===== config.mk =====
export PLATFORM = sky130hd
export DESIGN_NAME = spi_master_word_shifter_unit
export DESIGN_NICKNAME = d
export VERILOG_FILES = /design/src/rtl/smws_pkg.sv /design/src/rtl/smws_cfg_regs.sv /design/src/rtl/smws_engine.sv /design/src/rtl/spi_master_word_shifter_unit.sv
export SDC_FILE = /design/constraint.sdc
export NUM_CORES = 1
export LEC_CHECK = 0
export ABC_AREA = 1
export BUFFER_PORTS_ARGS = -buffer_cell sky130_fd_sc_hd__clkbuf_2
export CAP_MARGIN = 15
export CORE_ASPECT_RATIO = 1.2
export CORE_MARGIN = 4
export CORE_UTILIZATION = 46
export CTS_BUF_LIST = sky130_fd_sc_hd__clkbuf_8
export DETAILED_ROUTE_END_ITERATION = 10
export HOLD_SLACK_MARGIN = 0.12
export PLACE_DENSITY = 0.76
export SYNTH_ARGS = -nofsm -noshare
export SYNTH_HDL_FRONTEND = slang
export SYNTH_SLANG_ARGS = --single-unit

===== constraint.sdc =====
create_clock -name clock -period 5.5 [get_ports clock]
set_input_delay 0.275 -clock clock [delete_from_list [all_inputs] [get_ports clock]]
set_output_delay 0.275 -clock clock [all_outputs]
set_load 0.01 [all_outputs]

===== src/rtl/smws_pkg.sv =====
// ----------------------------------------------------------------------------
// smws_pkg
// Shared types, register indexes and bit helpers for the SPI word shifter.
// ----------------------------------------------------------------------------
package smws_pkg;

   localparam int WORD_W        = 32;
   localparam int MAX_WORD_BITS = 32;
   localparam int BITS_W        = 6;
   localparam int IDX_W         = 5;
   localparam int HALF_W        = 16;
   localparam int CSR_IDX_W     = 3;
   localparam int CSR_DATA_W    = 16;
   localparam int REQ_DATA_W    = 40;
   localparam int RSP_DATA_W    = 40;

   typedef enum logic [CSR_IDX_W-1:0] {
      CSR_CLOCK_POLARITY = 3'd0,
      CSR_CLOCK_PHASE    = 3'd1,
      CSR_LSB_FIRST      = 3'd2,
      CSR_WORD_BITS      = 3'd3,
      CSR_HALF_PERIOD    = 3'd4
   } csr_index_type;

   typedef struct packed {
      logic              clock_polarity;
      logic              clock_phase;
      logic              lsb_first;
      logic [BITS_W-1:0] word_bits;
      logic [HALF_W-1:0] half_period_ticks;
   } cfg_type;

   typedef struct packed {
      logic [WORD_W-1:0] tx_shift;
      logic [WORD_W-1:0] rx_shift;
      logic [IDX_W-1:0]  bit_index;
      logic              second_half;
      logic [HALF_W-1:0] tick_count;
      logic              active;
      logic              clock_out;
      logic              data_out;
   } state_type;

   typedef struct packed {
      logic              sclk_level;
      logic              mosi_level;
      logic              busy_res;
      logic              rx_valid;
      logic [WORD_W-1:0] rx_word;
   } result_type;

   // Clamp the programmed word length into 1..MAX_WORD_BITS.
   function automatic logic [BITS_W-1:0] eff_bits(input logic [BITS_W-1:0] n);
      logic [BITS_W-1:0] r;
      r = n;
      if (n == '0) begin
         r = BITS_W'(1);
      end else if (n > BITS_W'(MAX_WORD_BITS)) begin
         r = BITS_W'(MAX_WORD_BITS);
      end
      return r;
   endfunction

   // Ones in the low n bits, n in 1..WORD_W.
   function automatic logic [WORD_W-1:0] low_mask(input logic [BITS_W-1:0] n);
      logic [BITS_W-1:0] sh;
      sh = BITS_W'(WORD_W) - n;
      return {WORD_W{1'b1}} >> sh;
   endfunction

   // Reverse the low n bits of v, n in 1..WORD_W; v must be zero above n.
   function automatic logic [WORD_W-1:0] flip_bits(input logic [WORD_W-1:0] v,
                                                   input logic [BITS_W-1:0] n);
      logic [WORD_W-1:0] rev;
      logic [BITS_W-1:0] sh;
      for (int k = 0; k < WORD_W; k++) begin
         rev[WORD_W-1-k] = v[k];
      end
      sh = BITS_W'(WORD_W) - n;
      return rev >> sh;
   endfunction

endpackage


===== src/rtl/smws_cfg_regs.sv =====
// ----------------------------------------------------------------------------
// smws_cfg_regs
// Control register file, written through a plain index/data port.
// ----------------------------------------------------------------------------
module smws_cfg_regs (
   input  logic                                clock,
   input  logic                                reset,
   input  logic                                csr_we,
   input  logic [smws_pkg::CSR_IDX_W-1:0]      csr_index,
   input  logic [smws_pkg::CSR_DATA_W-1:0]     csr_wdata,
   output smws_pkg::cfg_type                   cfg
);

   smws_pkg::cfg_type cfg_ff;
   smws_pkg::cfg_type cfg_in;

   always_comb begin
      cfg_in = cfg_ff;
      if (csr_we) begin
         case (csr_index)
            smws_pkg::CSR_CLOCK_POLARITY: cfg_in.clock_polarity = csr_wdata[0];
            smws_pkg::CSR_CLOCK_PHASE:    cfg_in.clock_phase    = csr_wdata[0];
            smws_pkg::CSR_LSB_FIRST:      cfg_in.lsb_first      = csr_wdata[0];
            smws_pkg::CSR_WORD_BITS:
               cfg_in.word_bits = csr_wdata[smws_pkg::BITS_W-1:0];
            smws_pkg::CSR_HALF_PERIOD:
               cfg_in.half_period_ticks = csr_wdata[smws_pkg::HALF_W-1:0];
            default: cfg_in = cfg_ff;
         endcase
      end
   end

   always_ff @(posedge clock) begin
      if (reset) begin
         cfg_ff.clock_polarity    <= 1'b0;
         cfg_ff.clock_phase       <= 1'b0;
         cfg_ff.lsb_first         <= 1'b0;
         cfg_ff.word_bits         <= smws_pkg::BITS_W'(8);
         cfg_ff.half_period_ticks <= smws_pkg::HALF_W'(1);
      end else begin
         cfg_ff <= cfg_in;
      end
   end

   assign cfg = cfg_ff;

endmodule


===== src/rtl/smws_engine.sv =====
// ----------------------------------------------------------------------------
// smws_engine
// One tick of the serial engine: next shifter state and the tick's line levels.
// ----------------------------------------------------------------------------
module smws_engine (
   input  smws_pkg::cfg_type                cfg,
   input  smws_pkg::state_type              st,
   input  logic                             start_req,
   input  logic [smws_pkg::WORD_W-1:0]      tx_word,
   input  logic                             miso_level,
   output smws_pkg::state_type              st_next,
   output smws_pkg::result_type             res
);

   logic [smws_pkg::BITS_W-1:0] n_bits;
   logic [smws_pkg::HALF_W-1:0] half;
   logic [smws_pkg::WORD_W-1:0] load_word;
   logic [smws_pkg::WORD_W-1:0] mask;
   logic [smws_pkg::IDX_W-1:0]  next_index;

   assign n_bits     = smws_pkg::eff_bits(cfg.word_bits);
   assign half       = (cfg.half_period_ticks == '0) ? smws_pkg::HALF_W'(1)
                                                     : cfg.half_period_ticks;
   assign mask       = smws_pkg::low_mask(n_bits);
   assign load_word  = cfg.lsb_first ? smws_pkg::flip_bits(tx_word & mask, n_bits)
                                     : (tx_word & mask);
   assign next_index = st.bit_index - smws_pkg::IDX_W'(1);

   always_comb begin
      st_next         = st;
      res.rx_valid    = 1'b0;
      res.rx_word     = '0;
      if (!st.active) begin
         st_next.clock_out = cfg.clock_polarity;
         if (start_req) begin
            st_next.tx_shift    = load_word;
            st_next.rx_shift    = '0;
            st_next.bit_index   = smws_pkg::IDX_W'(n_bits - smws_pkg::BITS_W'(1));
            st_next.second_half = 1'b0;
            st_next.tick_count  = smws_pkg::HALF_W'(1);
            st_next.active      = 1'b1;
            st_next.data_out    =
               load_word[smws_pkg::IDX_W'(n_bits - smws_pkg::BITS_W'(1))];
            st_next.clock_out   = cfg.clock_polarity ^ cfg.clock_phase;
         end
      end else if (st.tick_count < half) begin
         st_next.tick_count = st.tick_count + smws_pkg::HALF_W'(1);
      end else if (!st.second_half) begin
         // Middle edge: sample MISO on it, for either phase.
         st_next.second_half = 1'b1;
         st_next.tick_count  = smws_pkg::HALF_W'(1);
         st_next.clock_out   = cfg.clock_polarity ^ ~cfg.clock_phase;
         st_next.rx_shift[st.bit_index] = st.rx_shift[st.bit_index] | miso_level;
      end else if (st.bit_index == '0) begin
         st_next.active      = 1'b0;
         st_next.second_half = 1'b0;
         st_next.clock_out   = cfg.clock_polarity;
         res.rx_valid        = 1'b1;
         res.rx_word         = cfg.lsb_first
                               ? smws_pkg::flip_bits(st.rx_shift & mask, n_bits)
                               : st.rx_shift;
      end else begin
         st_next.bit_index   = next_index;
         st_next.second_half = 1'b0;
         st_next.tick_count  = smws_pkg::HALF_W'(1);
         st_next.data_out    = st.tx_shift[next_index];
         st_next.clock_out   = cfg.clock_polarity ^ cfg.clock_phase;
      end
      res.sclk_level = st_next.clock_out;
      res.mosi_level = st_next.data_out;
      res.busy_res   = st_next.active;
   end

endmodule


===== src/rtl/spi_master_word_shifter_unit.sv =====
// ----------------------------------------------------------------------------
// spi_master_word_shifter_unit
// SPI master (modes 0 to 3) stepped one serial-engine tick per input word.
//
//  channel | direction | handshake              | contents
//  --------+-----------+------------------------+------------------------------
//  req_    | in        | req_tvalid/req_tready  | start, tx word, MISO level
//  rsp_    | out       | rsp_tvalid/rsp_tready  | SCLK, MOSI, busy, rx word
//  csr_    | in        | csr_we (no wait)       | mode, length, half period
//
// Each accepted input word advances the engine by one tick and yields exactly
// one result word; one word per cycle when the result side keeps up. The
// shifter state and the result register load on the same edge. The result
// register is the only buffer: hold input while it is full and not being
// taken. Reset (synchronous) idles the engine, clears the shifters and loads
// default registers: mode 0, MSB first, 8 bits, 1 tick.
// ----------------------------------------------------------------------------
module spi_master_word_shifter_unit (
   input  logic                                 clock,
   input  logic                                 reset,
   // Input words
   input  logic                                 req_tvalid,
   output logic                                 req_tready,
   // [0] start_req, [32:1] tx_word, [33] miso_level, [39:34] zero
   input  logic [smws_pkg::REQ_DATA_W-1:0]      req_tdata,
   // Result words
   output logic                                 rsp_tvalid,
   input  logic                                 rsp_tready,
   // [0] sclk_level, [1] mosi_level, [2] busy_res, [3] rx_valid,
   // [35:4] rx_word, [39:36] zero
   output logic [smws_pkg::RSP_DATA_W-1:0]      rsp_tdata,
   // Register writes
   input  logic                                 csr_we,
   input  logic [smws_pkg::CSR_IDX_W-1:0]       csr_index,
   input  logic [smws_pkg::CSR_DATA_W-1:0]      csr_wdata
);

   smws_pkg::cfg_type    cfg;
   smws_pkg::state_type  state_ff;
   smws_pkg::state_type  state_in;
   smws_pkg::result_type res_ff;
   smws_pkg::result_type res_in;
   logic                 rsp_valid_ff;
   logic                 rsp_valid_in;
   logic                 req_fire;

   // Unpack the input word.
   logic                            start_req;
   logic [smws_pkg::WORD_W-1:0]     tx_word;
   logic                            miso_level;

   assign start_req  = req_tdata[0];
   assign tx_word    = req_tdata[smws_pkg::WORD_W:1];
   assign miso_level = req_tdata[smws_pkg::WORD_W+1];

   smws_cfg_regs u_cfg (
      .clock     (clock),
      .reset     (reset),
      .csr_we    (csr_we),
      .csr_index (csr_index),
      .csr_wdata (csr_wdata),
      .cfg       (cfg)
   );

   smws_engine u_engine (
      .cfg        (cfg),
      .st         (state_ff),
      .start_req  (start_req),
      .tx_word    (tx_word),
      .miso_level (miso_level),
      .st_next    (state_in),
      .res        (res_in)
   );

   // Take a new word whenever the result register is empty or drains now.
   assign req_tready = !rsp_valid_ff || rsp_tready;
   assign req_fire   = req_tvalid && req_tready;

   always_comb begin
      rsp_valid_in = rsp_valid_ff;
      if (req_fire) begin
         rsp_valid_in = 1'b1;
      end else if (rsp_tready) begin
         rsp_valid_in = 1'b0;
      end
   end

   // Advance the engine only on accepted ticks.
   always_ff @(posedge clock) begin
      if (reset) begin
         state_ff     <= '0;
         rsp_valid_ff <= 1'b0;
      end else begin
         rsp_valid_ff <= rsp_valid_in;
         if (req_fire) begin
            state_ff <= state_in;
         end
      end
   end

   // Result payload: load with the tick, no reset needed.
   always_ff @(posedge clock) begin
      if (req_fire) begin
         res_ff <= res_in;
      end
   end

   assign rsp_tvalid = rsp_valid_ff;
   assign rsp_tdata  = {4'b0000, res_ff.rx_word, res_ff.rx_valid, res_ff.busy_res,
                        res_ff.mosi_level, res_ff.sclk_level};

   // A transfer that ends leaves its completion result in the output register.
   a_end_gives_word: assert property (@(posedge clock) disable iff (reset)
      $fell(state_ff.active) |-> (rsp_valid_ff && res_ff.rx_valid))
      else $error("transfer ended without a valid received word");

   // The half-period counter never sits at zero during a transfer.
   a_tick_nonzero: assert property (@(posedge clock) disable iff (reset)
      state_ff.active |-> (state_ff.tick_count != '0))
      else $error("tick counter zero while busy");

   // Idle engine never holds the second-half flag.
   a_idle_first_half: assert property (@(posedge clock) disable iff (reset)
      !state_ff.active |-> !state_ff.second_half)
      else $error("second half flagged while idle");

endmodule

Yosys cells after proc, flatten, opt, wreduce, memory -nomap -nowiden. Index checks and enable logic that the tools add are counted.

Output and inout bits: 42. Register bits after elaboration: 151. Logic and storage cells: 105. Bits of input ports: 64.

$add $sub $neg: 4. Equal/unequal tests: 9. Bitwise gates (word level): 9. Mux-type cells: 33. Shift-type cells: 3. $lt $le $gt $ge: 6. Reduce and logical (&&, ||, !) cells: 22.

Operator list (number): 2-to-1 mux 57 bit (2); 2-to-1 mux 32 bit (3); AND 32 bit (2); right shift 32 x 6 -> 32 bit (2); 2-to-1 mux 16 bit (3); 2-to-1 mux 38 bit (1); 2-to-1 mux 33 bit (1); bitwise mux 32 bit (1); right shift 32 x 6 -> 32 bit, first input constant (1); less-than comparator 5 x 6 -> 1 bit, second input constant (3); 2-to-1 mux 17 bit (1); adder 16 x 1 -> 16 bit, second input constant (1); logical NOT 16 bit (1); less-than comparator 16 bit (1); binary-select mux 1 bit (select 5 bit) (3); 2-to-1 mux 1 bit (12); 2-to-1 mux 6 bit (2); 2-to-1 mux 5 bit (2); AND reduction 2 bit (5); subtractor 5 x 1 -> 5 bit, second input constant (2); AND reduction 3 bit (3); == test 3 x 2 -> 1 bit, second input constant (2); greater-than comparator 6 bit, second input constant (1); logical NOT 6 bit (1); other kinds (22) (30).

Longest topological paths before layout.
Depth in word-level cells: 12. Mapped depth: 34. Depth with buffers taken out: 29.

Hierarchy. A second synthesis with hierarchy kept.

Cells, all modules: 2606. Area, all modules: 15232.1 µm².

By module, submodules not included: smws_engine (area an instance 9024.9 µm², times used 1, cells an instance 1825, sequential area each 0.0 µm²); spi_master_word_shifter_unit (area an instance 5122.4 µm², times used 1, cells an instance 630, sequential area each 2882.8 µm²); smws_cfg_regs (area an instance 1084.8 µm², times used 1, cells an instance 151, sequential area each 500.5 µm²).

Worst setup path before layout. OpenSTA, ideal clock, no wires.

Path type: register to register. From: register u_cfg.cfg_ff (netlist bit u_cfg.cfg[21]). To: register res_ff (netlist bit rsp_tdata[10]), data pin. Cell stages (with the launch flop): 20. Arrival time: 3.515 ns. Clock period less this slack: 3.765 ns. Path slack: 1.735 ns. Buffers on the path: 7. Cells stage by stage: dfxtp_1 inv_2 nand2_2 nand2_4 inv_1 buf_2 buf_2 buf_1 buf_2 ha_1 inv_1 buf_2 clkbuf_1 buf_1 o21ai_0 o21ai_0 a211oi_1 a221o_1 nand2_1 inv_1.

Word-level cells in the longest chain between the ends: 8. Elaborated cells between the ends (all ways): 9. Classes of those cells: add/sub: 1; order compare: 1; shift: 2; mux: 3; bitwise: 1; reduce/logical: 1.

Ends and longest elaborated chain: start: declaration (line smws_cfg_regs.sv:14) `smws_pkg::cfg_type cfg_ff;`; start signal: assignment (line smws_cfg_regs.sv:41) `cfg_ff <= cfg_in;`; greater-than comparator 6 bit (line smws_pkg.sv:58) `end else if (n > BITS_W'(MAX_WORD_BITS)) begin`; 2-to-1 mux 6 bit (line smws_pkg.sv:58); 2-to-1 mux 6 bit (*) (line smws_pkg.sv:56) `if (n == '0) begin`; subtractor 6 bit (*) (line smws_pkg.sv:67, smws_pkg.sv:79); right shift 32 x 6 -> 32 bit (line smws_pkg.sv:68) `return {WORD_W{1'b1}} >> sh;`; AND 32 bit (line smws_engine.sv:60) `? smws_pkg::flip_bits(st.rx_shift & mask, n_bits)`; right shift 32 x 6 -> 32 bit (*) (line smws_pkg.sv:80) `return rev >> sh;`; 2-to-1 mux 32 bit (*) (line smws_engine.sv:60); end signal: assignment (line spi_master_word_shifter_unit.sv:104) `res_ff <= res_in;`; end: declaration (line spi_master_word_shifter_unit.sv:41) `smws_pkg::result_type res_ff;`.

Mark *: on every way between the ends. The rest lies on a longest branch, timed or not. A chain may end at the register's enable or synchronous reset.

==> Flow_metrics.wiki <==
{| class="wikitable"
! Metric !! Value
|-
| Result of the run || complete, no violations
|-
| Setup-failing EPs final || 0
|-
| Growth of design area from synthesis to finish || 9.75%
|-
| Worst setup timing slack at the placement stage || 918 ps
|-
| Area of the placeable core || 0.0256 mm^2
|-
| DR pass1 iterations || 6
|-
| Most used flip-flop cell after synthesis || sky130_fd_sc_hd__dfxtp_1
|-
| WP data arrival || 4920 ps
|-
| Adder-cell share of the synthesized area || 2.50%
|-
| Library cell used as clock root buffer || sky130_fd_sc_hd__clkbuf_8
|-
| Leading cell type in the layout, fill and taps excluded || sky130_fd_sc_hd__nand2_1
|-
| Final WS setup || 817 ps
|-
| Xor-xnor portion of the synthesized cell area || 0.730%
|-
| Biggest cell delay along the critical path || 640 ps
|-
| Number of antenna violations at the first check in global routing || 0
|-
| Setup clock skew after layout || 20.6 ps
|-
| Min Tclk post-route || 4680 ps
|-
| Area fraction in compound gates after synthesis || 20.7%
|-
| Internal power component || 1.93 mW
|-
| Sequential-to-total area share from yosys stat || 28.2%
|-
| Clock edge transition at the registers on the reported setup and hold paths || 90 ps
|-
| Achievable Freq || 0.214 GHz
|-
| Number of max-capacitance violations reported || 0
|-
| Routed len/inst || 20.4 um
|-
| FF+latch count, synth || 151
|-
| Count of H-tree levels built during CTS || 4
|-
| Peak VDD IR || 0.000211 V
|-
| Classification of the worst setup path || reg -> reg
|-
| Startpoint types || flop
|-
| Number of global-route vias before repair || 12797
|-
| Total number of vias || 13905
|-
| Total power || 3.15 mW
|-
| Insertion delay to the later sink of the worst-skew pair || 490 ps
|-
| Comb power frac || 31.7%
|-
| Multi-input gate area in the final layout || 0.00742 mm^2
|-
| Fraction of the cycle the final worst path needs || 85.2%
|-
| Routed wire length on met2 || 21300 um
|-
| Global-route wire length before repair || 71100 um
|-
| Largest family of logic cells by synthesized area || simple AND/OR/NAND/NOR gates
|-
| Unrepaired setup endpoints after global routing || no
|-
| Final Util || 51.4%
|-
| Critical path capture point type || flop
|-
| Starting Density || 46.8%
|-
| Net switching power figure || 1.22 mW
|-
| Die height || 185 um
|-
| Pin slew with the least headroom to its limit || 1000 ps
|-
| Area enclosed by the die boundary || 0.0287 mm^2
|-
| All-layer global routing usage || 31.5%
|-
| Switch share || 38.8%
|-
| Cell Chain, Critical Path || inv_2 > nand2_2 > nand2_4 > inv_2 > buf_4 > ha_2 > inv_2 > buf_4 > nand3_1 > nand3_1 > nand3_1 > nand2_1 > nand2_1 > nand2_1 > nand3_1 > nand3_1 > nand2_1 > a21oi_2 > nand3_1 > nand2_1 > nand2_1
|-
| Delay-heaviest family, CP || buffers and inverters
|-
| Simple-Gate Fraction of Synth Area || 37.0%
|-
| CTS Buf Count || 17
|-
| Most frequent cells in the layout || sky130_fd_sc_hd__nand2_1 (382), sky130_fd_sc_hd__nand3_1 (294), sky130_fd_sc_hd__o21ai_0 (199), sky130_fd_sc_hd__inv_1 (158), sky130_fd_sc_hd__a21oi_1 (153)
|-
| Cell with the biggest individual delay on the critical path || sky130_fd_sc_hd__buf_4
|-
| CP Buf/Inv Count || 5
|-
| CP required || 5740 ps
|-
| Drt via density || 6.10
|-
| Netlist cell types || 58
|-
| Pwr/cell area || 239 mW/mm^2
|-
| Post-route DRC violation count || 0
|-
| Post-synth EDFFs || 36
|-
| Overall routed net length || 46500 um
|-
| Routed wl met3 || 4310 um
|-
| Fin. max-slew vios || 0
|-
| RePlAce Congestion || 1.04
|-
| Mux contribution to synthesized area || 0.751%
|-
| Detailed-routing wirelength on met1 || 18700 um
|-
| Storage element area || 0.00338 mm^2
|-
| Fraction of power consumed by the clock network || 30.2%
|-
| # rows || 64
|-
| Register share of total power || 38.1%
|-
| Final HPWL DP || 33700 um
|-
| Width of the chip || 155 um
|-
| Critical path peak fanout || 74
|-
| Final nets || 2025
|-
| Count of pins on the block boundary || 106
|-
| Avg Cell Area, Syn || 6.33 um^2
|-
| Hold WS || 148 ps
|-
| Setup TNS after final layout || 0 ps
|-
| Number of nets still failing antenna checks after routing || 0
|-
| Static leakage || 5.40 nW
|-
| Synthesis Warnings || 0
|-
| Sum of overflow across all layers after global routing || 0
|-
| Cell area after synthesis || 0.0120 mm^2
|-
| Most area-hungry cell type in the Yosys netlist || sky130_fd_sc_hd__dfxtp_1
|-
| CTS tree || yes
|-
| Filler instances || 2663
|-
| Top layer reached by signal wires || met4
|-
| Area share of the leading cell type in the synthesized netlist || 19.2%
|-
| # diodes || 0
|-
| Leading post-synthesis cells by cell area || sky130_fd_sc_hd__dfxtp_1 (19%), sky130_fd_sc_hd__nand3_1 (12%), sky130_fd_sc_hd__nand2_1 (12%), sky130_fd_sc_hd__edfxtp_1 (9.0%), sky130_fd_sc_hd__o21ai_0 (8.3%)
|-
| Final hold violation count || 0
|-
| Hold crit path type || in -> reg
|-
| Bufs on Longest Clock Path || 2
|-
| Gate Count Post-Synth || 1895
|-
| IO Port Bufs || 95
|-
| Initial drt markers || 1503
|-
| Share of post-route cells with drive strength above 1 || 11.1%
|-
| Maximum number of pins on one net before global-route repair || 89
|-
| Sinks on Clock Net || 151
|-
| Asr flop ratio synth || 0%
|-
| Max-slew headroom || 33.4%
|}
==> metal layers <==
layer	vias up	GRT usage (%)
met2	793	51.5
met3	137	5.63
li1	6571	-
met1	6404	40.6
met5	-	0
met4	0	14.3
==> per-stage QoR <==
stage,cells,area [um^2]
final,2280,13200
after CTS,2279,13100
after global routing,2280,13200
after floorplan,1898,12000
after global placement,2227,12500
after detailed placement,2227,12500
==> Yosys cell counts (4+ instances only) <==
cell type and number:
sky130_fd_sc_hd__nand2_1 382, sky130_fd_sc_hd__nand3_1 294, sky130_fd_sc_hd__o21ai_0 199, sky130_fd_sc_hd__inv_1 161, sky130_fd_sc_hd__a21oi_1 153, sky130_fd_sc_hd__nor2_1 153, sky130_fd_sc_hd__dfxtp_1 115, sky130_fd_sc_hd__clkbuf_1 65
sky130_fd_sc_hd__edfxtp_1 36, sky130_fd_sc_hd__nand4_1 36, sky130_fd_sc_hd__o211ai_1 30, sky130_fd_sc_hd__ha_1 24, sky130_fd_sc_hd__nor3_1 24, sky130_fd_sc_hd__buf_2 22, sky130_fd_sc_hd__buf_1 19, sky130_fd_sc_hd__o21ai_1 19
sky130_fd_sc_hd__nand2_2 15, sky130_fd_sc_hd__o22ai_1 13, sky130_fd_sc_hd__nand3_2 11, sky130_fd_sc_hd__mux2i_1 9, sky130_fd_sc_hd__o221ai_1 8, sky130_fd_sc_hd__xor2_1 8, sky130_fd_sc_hd__buf_4 6, sky130_fd_sc_hd__inv_2 6
sky130_fd_sc_hd__nand3_4 6, sky130_fd_sc_hd__nor4_1 6, sky130_fd_sc_hd__a211oi_1 5, sky130_fd_sc_hd__a31oi_1 5, sky130_fd_sc_hd__clkinv_1 5, sky130_fd_sc_hd__nand2_4 5, sky130_fd_sc_hd__buf_6 4, sky130_fd_sc_hd__o2111ai_1 4
==> layout make-up <==
cell class,count,share of cell area [%]
repair buffers,138,6.50
flip-flops and latches,151,25.7
well taps,330,3.14
clock inverters,14,1.44
clock buffers,18,1.88
multi-input cells,1456,56.4
inverters,173,4.95
==> cells by family after synthesis <==
logic type,count (synthesis)
adder cells (fa/ha/maj),24
other,1
XOR/XNOR,10
multiplexers,9
flip-flops,151
AO/OA/AOI/OAI,453
AND/OR/NAND/NOR,956
buffers and inverters,291
==> worst register-to-register path, stage by stage, from the launching register on <==
cell and delay (ps):
sky130_fd_sc_hd__dfxtp_1 420, sky130_fd_sc_hd__inv_2 110, sky130_fd_sc_hd__nand2_2 130, sky130_fd_sc_hd__nand2_4 60, sky130_fd_sc_hd__inv_2 70, sky130_fd_sc_hd__buf_4 640
sky130_fd_sc_hd__ha_2 490, sky130_fd_sc_hd__inv_2 380, sky130_fd_sc_hd__buf_4 520, sky130_fd_sc_hd__nand3_1 210, sky130_fd_sc_hd__nand3_1 140, sky130_fd_sc_hd__nand3_1 200
sky130_fd_sc_hd__nand2_1 110, sky130_fd_sc_hd__nand2_1 50, sky130_fd_sc_hd__nand2_1 110, sky130_fd_sc_hd__nand3_1 80, sky130_fd_sc_hd__nand3_1 140, sky130_fd_sc_hd__nand2_1 70
sky130_fd_sc_hd__a21oi_2 110, sky130_fd_sc_hd__nand3_1 130, sky130_fd_sc_hd__nand2_1 200, sky130_fd_sc_hd__nand2_1 70
==> power groups by stage <==
| stage | registers (mW) | clock network (mW) | logic [mW] |
|---|---|---|---|
| 6_report | 1.20 | 0.952 | 0.998 |
| 5_1_grt | 1.21 | 1.01 | 1.08 |
| 4_1_cts | 1.20 | 0.971 | 0.970 |
| 3_5_place_dp | 1.23 | 0 | 0.956 |
| 3_3_place_gp | 1.23 | 0 | 0.951 |
| 2_1_floorplan | 1.23 | 0 | 0.681 |
==> state kept, by name (all words and copies together), names as in the netlist <==
| register | flops |
|---|---|
| rsp_tvalid | 1 |
| rsp_tdata | 36 |
| state_ff | 89 |
| u_cfg.cfg | 25 |
==> worst paths after layout <==
kind | startpoint | to | slack (ps) | cells after the start
worst max-delay path | u_cfg.cfg[21]$_SDFFE_PP0P_ | rsp_tdata[1]$_DFFE_PP_ | 820 | 21
worst min-delay path | csr_index[0] | u_cfg.cfg[22]$_SDFFE_PP0P_ | 150 | 3
worst max register to register | u_cfg.cfg[21]$_SDFFE_PP0P_ | rsp_tdata[1]$_DFFE_PP_ | 820 | 21
worst min register to register | u_cfg.cfg[0]$_SDFFE_PP1P_ | u_cfg.cfg[0]$_SDFFE_PP1P_ | 470 | 2
==> repair_timing <==
| action | 4_1_cts | 5_1_grt |
|---|---|---|
| buffers inserted | 0 | 0 |
| gates resized for setup | 0 | 0 |
| hold buffers | 20 | 0 |
| hold endpoints to repair | 25 | 0 |
No activity file was read; power rests on OpenSTA's default activity.
